$ cat src/rtl/bpr_pkg.sv
`timescale 1ns / 1ps

package bpr_pkg;

    localparam int PACKET_BYTES_DEF = 512;
    localparam int LEN_W            = 10;
    localparam int MAX_RES          = 3;
    localparam int RES_DEPTH        = 8;
    localparam logic [7:0] ERROR_LIMIT_RST = 8'd10;

    localparam logic [1:0] ACT_BYTE    = 2'd0;
    localparam logic [1:0] ACT_TIMEOUT = 2'd1;
    localparam logic [1:0] ACT_RESTART = 2'd2;

    localparam logic [2:0] KIND_TX      = 3'd0;
    localparam logic [2:0] KIND_DATA    = 3'd1;
    localparam logic [2:0] KIND_ACCEPT  = 3'd2;
    localparam logic [2:0] KIND_ABANDON = 3'd3;
    localparam logic [2:0] KIND_GAVEUP  = 3'd4;

    localparam logic [7:0] CH_ETX    = 8'h03;
    localparam logic [7:0] CH_ENQ    = 8'h05;
    localparam logic [7:0] CH_DLE    = 8'h10;
    localparam logic [7:0] CH_NAK    = 8'h15;
    localparam logic [7:0] CH_B      = 8'h42;
    localparam logic [3:0] DIGIT_HI  = 4'h3;
    localparam logic [7:0] ESC_MASK  = 8'h1F;
    localparam logic [7:0] COUNT_MAX = 8'hFF;
    localparam logic [3:0] SEQ_LAST  = 4'd9;

    typedef enum logic [2:0] {
        PH_HALTED = 3'd0,
        PH_DLE    = 3'd1,
        PH_B      = 3'd2,
        PH_SEQ    = 3'd3,
        PH_DATA   = 3'd4,
        PH_SUM    = 3'd5
    } t_phase;

    typedef struct packed {
        logic [1:0] action;
        logic [7:0] line_byte;
    } t_in_item;

    typedef struct packed {
        logic [2:0]       kind;
        logic [7:0]       value;
        logic [LEN_W-1:0] packet_length;
        logic             last;
    } t_out_item;

    typedef struct packed {
        logic [1:0]             count;
        t_out_item [MAX_RES-1:0] items;
    } t_push;

    function automatic logic [7:0] sum_add(input logic [7:0] s, input logic [7:0] ch);
        logic [7:0] rot;
        logic [8:0] u;
        rot = {s[6:0], s[7]};
        u   = {1'b0, rot} + {1'b0, ch};
        return u[8] ? (u[7:0] + 8'd1) : u[7:0];
    endfunction

endpackage

$ cat src/rtl/bpr_core.sv
`timescale 1ns / 1ps

module bpr_core #(
    parameter int PACKET_BYTES = bpr_pkg::PACKET_BYTES_DEF
) (
    input  logic                i_clk,
    input  logic                i_rst_n,
    input  logic                i_accept,
    input  bpr_pkg::t_in_item   i_item,
    input  logic [7:0]          i_error_limit,
    output bpr_pkg::t_push      o_push
);
    import bpr_pkg::*;

    localparam int BC_W = $clog2(PACKET_BYTES + 1);

    t_phase           r_phase, n_phase;
    logic             r_esc, n_esc;
    logic [7:0]       r_sum, n_sum;
    logic [BC_W-1:0]  r_bc, n_bc;
    logic [3:0]       r_cs, n_cs;
    logic [7:0]       r_isc, n_isc;
    logic [7:0]       r_ec, n_ec;

    always_ff @(posedge i_clk) begin
        if (!i_rst_n) begin
            r_phase <= PH_HALTED;
            r_esc   <= 1'b0;
            r_sum   <= '0;
            r_bc    <= '0;
            r_cs    <= '0;
            r_isc   <= '0;
            r_ec    <= '0;
        end else if (i_accept) begin
            r_phase <= n_phase;
            r_esc   <= n_esc;
            r_sum   <= n_sum;
            r_bc    <= n_bc;
            r_cs    <= n_cs;
            r_isc   <= n_isc;
            r_ec    <= n_ec;
        end
    end

    logic [BC_W+LEN_W-1:0] bc_wide;
    logic [LEN_W-1:0]      bc_len;
    logic [3:0]            seq_next;
    logic [7:0]            seq_char;
    logic [7:0]            ec_inc;
    logic [7:0]            ch;
    logic [7:0]            b;
    logic                  in_packet;

    assign bc_wide   = {{LEN_W{1'b0}}, r_bc};
    assign bc_len    = bc_wide[LEN_W-1:0];
    assign seq_next  = (r_cs == SEQ_LAST) ? 4'd0 : (r_cs + 4'd1);
    assign seq_char  = {DIGIT_HI, r_cs};
    assign ec_inc    = (r_ec == COUNT_MAX) ? r_ec : (r_ec + 8'd1);
    assign b         = i_item.line_byte;
    assign ch        = r_esc ? (b & ESC_MASK) : b;
    assign in_packet = (r_phase == PH_DATA) || (r_phase == PH_SUM);

    t_out_item [MAX_RES-1:0] res;
    logic [1:0]              cnt;
    logic                    do_nak;

    always_comb begin
        n_phase = r_phase;
        n_esc   = r_esc;
        n_sum   = r_sum;
        n_bc    = r_bc;
        n_cs    = r_cs;
        n_isc   = r_isc;
        n_ec    = r_ec;
        res     = '0;
        cnt     = 2'd0;
        do_nak  = 1'b0;

        if (i_item.action == ACT_RESTART) begin
            if (in_packet) begin
                res[cnt].kind = KIND_ABANDON;
                cnt = cnt + 2'd1;
            end
            n_ec  = '0;
            n_cs  = '0;
            n_esc = 1'b0;
            n_bc  = '0;
            n_sum = '0;
            if (i_error_limit == 8'd0) begin
                res[cnt].kind = KIND_GAVEUP;
                cnt = cnt + 2'd1;
                n_phase = PH_HALTED;
            end else begin
                n_phase = PH_SEQ;
            end
        end else if (i_item.action != ACT_BYTE && i_item.action != ACT_TIMEOUT) begin
            cnt = 2'd0;
        end else if (r_phase == PH_HALTED) begin
            cnt = 2'd0;
        end else if (i_item.action == ACT_TIMEOUT) begin
            if (in_packet) begin
                res[cnt].kind = KIND_ABANDON;
                cnt = cnt + 2'd1;
            end
            do_nak = 1'b1;
        end else begin
            unique case (r_phase)
                PH_DLE: begin
                    if (b == CH_DLE) begin
                        n_phase = PH_B;
                    end else if (b == CH_ENQ) begin
                        res[cnt].kind          = KIND_TX;
                        res[cnt].value         = CH_DLE;
                        res[cnt].packet_length = LEN_W'(seq_char);
                        cnt = cnt + 2'd1;
                        res[cnt].kind  = KIND_TX;
                        res[cnt].value = seq_char;
                        cnt = cnt + 2'd1;
                    end
                end
                PH_B: begin
                    n_phase = (b == CH_B) ? PH_SEQ : PH_DLE;
                end
                PH_SEQ: begin
                    n_isc   = b;
                    n_sum   = sum_add(8'd0, b);
                    n_bc    = '0;
                    n_esc   = 1'b0;
                    n_phase = PH_DATA;
                end
                default: begin
                    if (!r_esc && b == CH_DLE) begin
                        n_esc = 1'b1;
                    end else begin
                        n_esc = 1'b0;
                        if (r_phase == PH_DATA) begin
                            if (!r_esc && ch == CH_ETX) begin
                                n_sum   = sum_add(r_sum, CH_ETX);
                                n_phase = PH_SUM;
                            end else if (r_bc >= BC_W'(PACKET_BYTES)) begin
                                res[cnt].kind = KIND_ABANDON;
                                cnt = cnt + 2'd1;
                                do_nak = 1'b1;
                            end else begin
                                res[cnt].kind  = KIND_DATA;
                                res[cnt].value = ch;
                                cnt = cnt + 2'd1;
                                n_bc  = r_bc + BC_W'(1);
                                n_sum = sum_add(r_sum, ch);
                            end
                        end else begin
                            if (ch != r_sum) begin
                                res[cnt].kind = KIND_ABANDON;
                                cnt = cnt + 2'd1;
                                do_nak = 1'b1;
                            end else if (r_isc == seq_char) begin
                                res[cnt].kind = KIND_ABANDON;
                                cnt = cnt + 2'd1;
                                res[cnt].kind          = KIND_TX;
                                res[cnt].value         = CH_DLE;
                                res[cnt].packet_length = LEN_W'(seq_char);
                                cnt = cnt + 2'd1;
                                res[cnt].kind  = KIND_TX;
                                res[cnt].value = seq_char;
                                cnt = cnt + 2'd1;
                                n_phase = PH_DLE;
                            end else if (r_isc != {DIGIT_HI, seq_next}) begin
                                res[cnt].kind = KIND_ABANDON;
                                cnt = cnt + 2'd1;
                                do_nak = 1'b1;
                            end else begin
                                n_cs = seq_next;
                                res[cnt].kind          = KIND_ACCEPT;
                                res[cnt].value         = {4'd0, seq_next};
                                res[cnt].packet_length = bc_len;
                                cnt = cnt + 2'd1;
                                n_ec    = '0;
                                n_phase = PH_DLE;
                            end
                        end
                    end
                end
            endcase
        end

        if (do_nak) begin
            res[cnt].kind  = KIND_TX;
            res[cnt].value = CH_NAK;
            cnt = cnt + 2'd1;
            n_ec  = ec_inc;
            n_esc = 1'b0;
            if (ec_inc >= i_error_limit) begin
                res[cnt].kind = KIND_GAVEUP;
                cnt = cnt + 2'd1;
                n_phase = PH_HALTED;
            end else begin
                n_phase = PH_DLE;
            end
        end

        if (cnt != 2'd0) begin
            res[cnt - 2'd1].last = 1'b1;
        end

        o_push.items = res;
        o_push.count = i_accept ? cnt : 2'd0;
    end

endmodule

$ cat src/rtl/bpr_rfifo.sv
`timescale 1ns / 1ps

module bpr_rfifo (
    input  logic                i_clk,
    input  logic                i_rst_n,
    input  bpr_pkg::t_push      i_push,
    input  logic                i_pop,
    output logic                o_room,
    output logic                o_valid,
    output bpr_pkg::t_out_item  o_item
);
    import bpr_pkg::*;

    localparam int PTR_W = $clog2(RES_DEPTH);
    localparam int CNT_W = $clog2(RES_DEPTH + 1);

    t_out_item [RES_DEPTH-1:0] r_mem;
    logic [PTR_W-1:0]          r_wr, r_rd;
    logic [CNT_W-1:0]          r_cnt, n_cnt;
    logic                      pop;

    assign o_valid = (r_cnt != '0);
    assign o_item  = r_mem[r_rd];
    assign o_room  = (r_cnt <= CNT_W'(RES_DEPTH - MAX_RES));
    assign pop     = i_pop && o_valid;
    assign n_cnt   = r_cnt + CNT_W'(i_push.count) - CNT_W'(pop);

    always_ff @(posedge i_clk) begin
        if (!i_rst_n) begin
            r_wr  <= '0;
            r_rd  <= '0;
            r_cnt <= '0;
        end else begin
            r_wr  <= r_wr + PTR_W'(i_push.count);
            r_rd  <= r_rd + PTR_W'(pop);
            r_cnt <= n_cnt;
        end
    end

    always_ff @(posedge i_clk) begin
        for (int k = 0; k < MAX_RES; k++) begin
            if (k < int'(i_push.count)) begin
                r_mem[r_wr + PTR_W'(k)] <= i_push.items[k];
            end
        end
    end

endmodule

$ cat src/rtl/b_protocol_packet_receiver.sv
`timescale 1ns / 1ps
// The results of a taken item are written into the registered result queue and offered from its head.
// Throughput: 1 item per cycle while the result queue has room for three results;
//   results leave at 1 per cycle while the output is not stalled, so items with several results are paced by the queue.
// Reset (synchronous, active low): phase halted, counters and sums cleared,
//   error_limit back to 10, result queue emptied.

module b_protocol_packet_receiver #(
    parameter int PACKET_BYTES = bpr_pkg::PACKET_BYTES_DEF
) (
    input  logic                i_clk,
    input  logic                i_rst_n,
    input  logic                i_in_valid,
    input  bpr_pkg::t_in_item   i_in,
    output logic                o_in_stall,
    output logic                o_out_valid,
    output bpr_pkg::t_out_item  o_out,
    input  logic                i_out_stall,
    input  logic                i_cfg_valid,
    input  logic [7:0]          i_cfg_data,
    output logic                o_cfg_ready
);
    import bpr_pkg::*;

    logic       cfg_write;
    logic [7:0] r_error_limit;
    logic       room;
    logic       accept;
    t_push      push;

    assign o_cfg_ready = 1'b1;
    assign cfg_write   = i_cfg_valid && o_cfg_ready;

    always_ff @(posedge i_clk) begin
        if (!i_rst_n) begin
            r_error_limit <= ERROR_LIMIT_RST;
        end else if (cfg_write) begin
            r_error_limit <= i_cfg_data;
        end
    end

    assign o_in_stall = !room;
    assign accept     = i_in_valid && room;

    bpr_core #(
        .PACKET_BYTES (PACKET_BYTES)
    ) u_core (
        .i_clk         (i_clk),
        .i_rst_n       (i_rst_n),
        .i_accept      (accept),
        .i_item        (i_in),
        .i_error_limit (r_error_limit),
        .o_push        (push)
    );

    bpr_rfifo u_rfifo (
        .i_clk   (i_clk),
        .i_rst_n (i_rst_n),
        .i_push  (push),
        .i_pop   (!i_out_stall),
        .o_room  (room),
        .o_valid (o_out_valid),
        .o_item  (o_out)
    );

endmodule

$ cat config.mk
export PLATFORM = sky130hd
export DESIGN_NAME = b_protocol_packet_receiver
export DESIGN_NICKNAME = d
export VERILOG_FILES = /design/src/rtl/bpr_pkg.sv /design/src/rtl/bpr_core.sv /design/src/rtl/bpr_rfifo.sv /design/src/rtl/b_protocol_packet_receiver.sv
export SDC_FILE = /design/constraint.sdc
export NUM_CORES = 1
export LEC_CHECK = 0
export ABC_AREA = 0
export ABC_CLOCK_PERIOD_IN_PS = 7300
export BUFFER_PORTS_ARGS = -buffer_cell sky130_fd_sc_hd__buf_4
export CAP_MARGIN = 40
export CORE_MARGIN = 5
export CORE_UTILIZATION = 50
export CTS_CLUSTER_SIZE = 8
export DETAILED_ROUTE_END_ITERATION = 7
export GPL_TIMING_DRIVEN = 0
export PLACE_DENSITY = 0.66
export SETUP_SLACK_MARGIN = 0.2
export SYNTH_ARGS = -nofsm -noshare
export SYNTH_HDL_FRONTEND = slang
export SYNTH_SLANG_ARGS = --single-unit
$ cat constraint.sdc
create_clock -name i_clk -period 7.3 [get_ports i_clk]
set_input_delay 1.095 -clock i_clk [delete_from_list [all_inputs] [get_ports i_clk]]
set_output_delay 1.095 -clock i_clk [all_outputs]
set_load 0.05 [all_outputs]
==> flow_metrics.py <==
metrics = {
    "worst_hold_path": {
        "hold_path.class": "reg2reg",
        "min_path_cells": 2,
    },
    "sta": {
        "min_period_over_period_pct": 71.2,
        "final.setup.tns_ns": 0,
        "grt_setup_unrepaired": "no",
        "setup_viol": 0,
        "min_period_ns": 5.19,
        "fin_ws_ns": 2.11,
        "hold_viol_final": 0,
        "max_freq_mhz": 193,
        "clock_skew_ns": 0.0206,
        "tightestPinTransition_ns": 1.00,
        "drv_slew": 0,
        "hold_slack_ns": 0.453,
        "relSlewSlack_pct": 32.5,
    },
    "placed_design": {
        "gp_congestion": 0.993,
        "pre_cts_slack_ns": 1.70,
        "portBuffers": 43,
        "dp_hpwl_um": 35500,
        "postPlaceCellArea_sq_um": 14900,
    },
    "floorplanning": {
        "die_y_um": 177,
        "initial_core_util_pct": 50.5,
        "rows": 61,
        "die_area_sq_um": 31300,
        "io_pins": 48,
        "die_w_um": 177,
        "floorplan.core_area_sq_um": 27600,
    },
    "worst_setup_path": {
        "arrival_ns": 5.59,
        "crit_fanout": 10,
        "cp_num_buf_inv": 4,
        "slowest_delay_ns": 0.78,
        "ff2ff_path_depth": 18,
        "crit_required_ns": 7.70,
        "cp_slowest_cell": "nor4b_2",
        "crit_type": "in2reg",
        "path_depth": 19,
        "startpoint_type": "input pin",
        "path_delay_family": "simple AND/OR/NAND/NOR gates",
        "end_kind": "flop",
        "path_cells": "buf_4 -> clkbuf_1 -> xor2_1 -> nor4b_1 -> nand4_1 -> nor4b_2 -> a211o_4 -> ha_1 -> xor2_1 -> a31o_2 -> buf_2 -> nand2_1 -> ha_1 -> inv_1 -> ha_1 -> a21o_1 -> a21oi_1 -> xor2_1 -> and2_1",
    },
    "logic_synthesis": {
        "ys_seq_elements": 236,
        "synth.distinct_cells": 82,
        "avgSynthCellArea_sq_um": 8.49,
        "synth-edff-count": 0,
        "yosysSeqAreaShare_pct": 33.9,
        "synth_ff_type": "dfxtp_1",
        "syn_inst": 1642,
        "syn_area_sq_um": 13900,
        "ys_warn_count": 0,
        "syn_nets": 1707,
        "ys_async_sr_fraction_pct": 0,
    },
    "global_routing": {
        "grt_pass1_wl_um": 75000,
        "grt_pass1_vias": 12800,
        "grt.total_usage_pct": 30.7,
        "antenna_found_initial": 0,
        "grt_max_degree": 11,
        "gr-total-overflow": 0,
    },
    "clocking": {
        "htreeDepth": 2,
        "cts_buffer_depth": 3,
        "cts_buffers": 35,
        "cts_root_buffer": "clkbuf_16",
        "cts_setup_buffers": 0,
        "post_cts_resize_count": 0,
        "cts.hold.buffers_added": 0,
        "cts_tree": "built",
        "clock_sinks": 236,
        "clk_latency_ns": 0.52,
        "clk_pin_slew_ns": 0.05,
    },
    "final_layout": {
        "area_growth_pct": 13.8,
        "final_nets": 1806,
        "multi_input_area_sq_um": 8470,
        "num_antenna_cells": 0,
        "register_area_sq_um": 4720,
        "finalInstanceArea_sq_um": 15900,
        "fillerInstances": 2602,
        "layout.cells.most_common": "nand2_1",
        "mostFrequentLayoutCells": "nand2_1, dfxtp_1, a21oi_1, o21ai_0, mux2i_1",
        "final_core_util_pct": 57.4,
        "drive_gt1_share_pct": 14.1,
    },
    "power": {
        "pwr_density_cell_nw_per_um2": 215,
        "p_leak_nw": 5.80,
        "ir_worst_vdd_mv": 0.151,
    },
    "routing": {
        "firstDrtPassIters": 5,
        "avgRoutedWirePerCell_um": 22.8,
        "vias": 13200,
        "drc": 0,
        "ant_nets": 0,
        "vias_per_cell": 6.23,
        "routed_wl_um": 48400,
        "dr.first_iter.drc_count": 1112,
    },
    "run_status": {
        "status": "finished, final reports clean",
    },
    "job": {
        "maxCapViolCount": 0,
    },
}
cell type report:
type                            count  area share, %
Timing Repair Buffer               62           3.06
Buffer                            124           3.99
Tap cell                          378           2.98
Multi-Input combinational cell   1246           53.4
Sequential cell                   236           29.8
Clock buffer                       38           5.65
Clock inverter                      3          0.308
Inverter                           36          0.852
per-layer routing:
layer / track usage [%] / vias up / part of all wire, % / wire length (um)
met5: 0 / - / 0 / 0
met4: 13.3 / 0 / 4.9 / 2350
met3: 3.99 / 150 / 6.8 / 3310
met2: 51.7 / 577 / 48 / 23100
met1: 39.6 / 6388 / 41 / 19600
li1: - / 6108 / - / -
kinds of logic (layout without fill, tap and decap cells):
group | after synthesis | in the layout | synth area share [%]
compound gates | 414 | 414 | 18.9
xor+xnor | 50 | 50 | 3.14
fa+ha+maj | 42 | 42 | 3.93
buf+inv | 160 | 263 | 5.51
flops | 236 | 236 | 33.9
mux | 143 | 143 | 14.4
other cells | 1 | 1 | 0.0269
simple gates | 596 | 596 | 20.2
worst reg2reg max path, cell delays in order, from the launching register on:
cell and delay [ns]:
dfxtp_1 0.30, clkbuf_1 0.36, nor3b_1 0.23, nor4b_1 0.37, nand4_1 0.22, nor4b_2 0.79
a211o_4 0.26, ha_1 0.29, xor2_1 0.24, a31o_2 0.18, buf_2 0.22, nand2_1 0.15
ha_1 0.36, inv_1 0.05, ha_1 0.28, a21o_1 0.17, a21oi_1 0.16, xor2_1 0.08
and2_1 0.15
stage by stage:
stage / total power, mW / cells
floorplan: 1.76 / 1642
global placement: 1.92 / 2063
detailed placement: 1.96 / 2081
CTS: 3.42 / 2122
global route: 3.52 / 2123
finish: 3.40 / 2123
sequential cells by signal (all words and copies together), names as in the netlist:
signal	flops
u_core.r_cs	4
u_rfifo.r_cnt	4
u_core.r_isc	8
u_rfifo.r_wr	3
u_rfifo.r_rd	3
u_core.r_esc	1
u_core.bc_len	10
u_core.r_sum	8
u_rfifo.r_mem	176
r_error_limit	8
u_core.r_ec	8
u_core.r_phase	3
synth_stat cells, types with 5 or more instances:
| cell | instances | area (sq um) |
|---|---|---|
| nand2_1 | 286 | 1070 |
| dfxtp_1 | 236 | 4720 |
| a21oi_1 | 133 | 666 |
| o21ai_0 | 103 | 515 |
| mux2i_1 | 77 | 771 |
| nor2_1 | 74 | 278 |
| clkbuf_1 | 65 | 244 |
| nand3_1 | 59 | 295 |
| mux4_2 | 44 | 991 |
| ha_1 | 39 | 488 |
| inv_1 | 36 | 135 |
| nor2b_1 | 32 | 200 |
| nor3_1 | 29 | 145 |
| and2_1 | 28 | 175 |
| xnor2_1 | 28 | 245 |
| buf_2 | 25 | 125 |
| o221ai_1 | 24 | 210 |
| a31oi_1 | 22 | 138 |
| mux2_2 | 22 | 248 |
| xor2_1 | 22 | 193 |
| or3_1 | 21 | 131 |
| a22oi_1 | 19 | 143 |
| buf_6 | 13 | 146 |
| nand2b_1 | 13 | 81.3 |
| nand4_1 | 12 | 75.1 |
| and3_1 | 10 | 62.6 |
| o2111ai_1 | 10 | 87.6 |
| a21boi_0 | 9 | 67.6 |
| a2bb2oi_1 | 9 | 78.8 |
| buf_4 | 9 | 67.6 |
| a221oi_1 | 8 | 70.1 |
| buf_1 | 8 | 30.0 |
| o21ai_1 | 8 | 40.0 |
| a211oi_1 | 7 | 52.6 |
| nor4b_1 | 7 | 61.3 |
| o31ai_1 | 7 | 52.6 |
| a211oi_2 | 5 | 62.6 |
| a21o_1 | 5 | 37.5 |
| o211ai_1 | 5 | 37.5 |
power by group:
| part | switching, mW | leakage [nW] | total [mW] | internal, mW |
|---|---|---|---|---|
| clock | 0.595 | 0.465 | 1.47 | 0.871 |
| combinational | 0.363 | 3.43 | 0.602 | 0.239 |
| sequential | 0.0190 | 1.90 | 1.34 | 1.32 |
| total | 0.977 | 5.80 | 3.40 | 2.43 |
final timing paths:
check	slack, ns	to	start
min reg2reg	0.45	u_rfifo.r_mem[105]$_DFF_P_	u_rfifo.r_mem[105]$_DFF_P_
min	0.45	u_rfifo.r_mem[105]$_DFF_P_	u_rfifo.r_mem[105]$_DFF_P_
max	2.11	u_rfifo.r_cnt[3]$_SDFF_PN0_	i_in[0]
max reg2reg	2.34	u_rfifo.r_cnt[3]$_SDFF_PN0_	u_core.r_phase[0]$_SDFFE_PN0P_
Note: power is estimated with default switching activity, not from simulation.
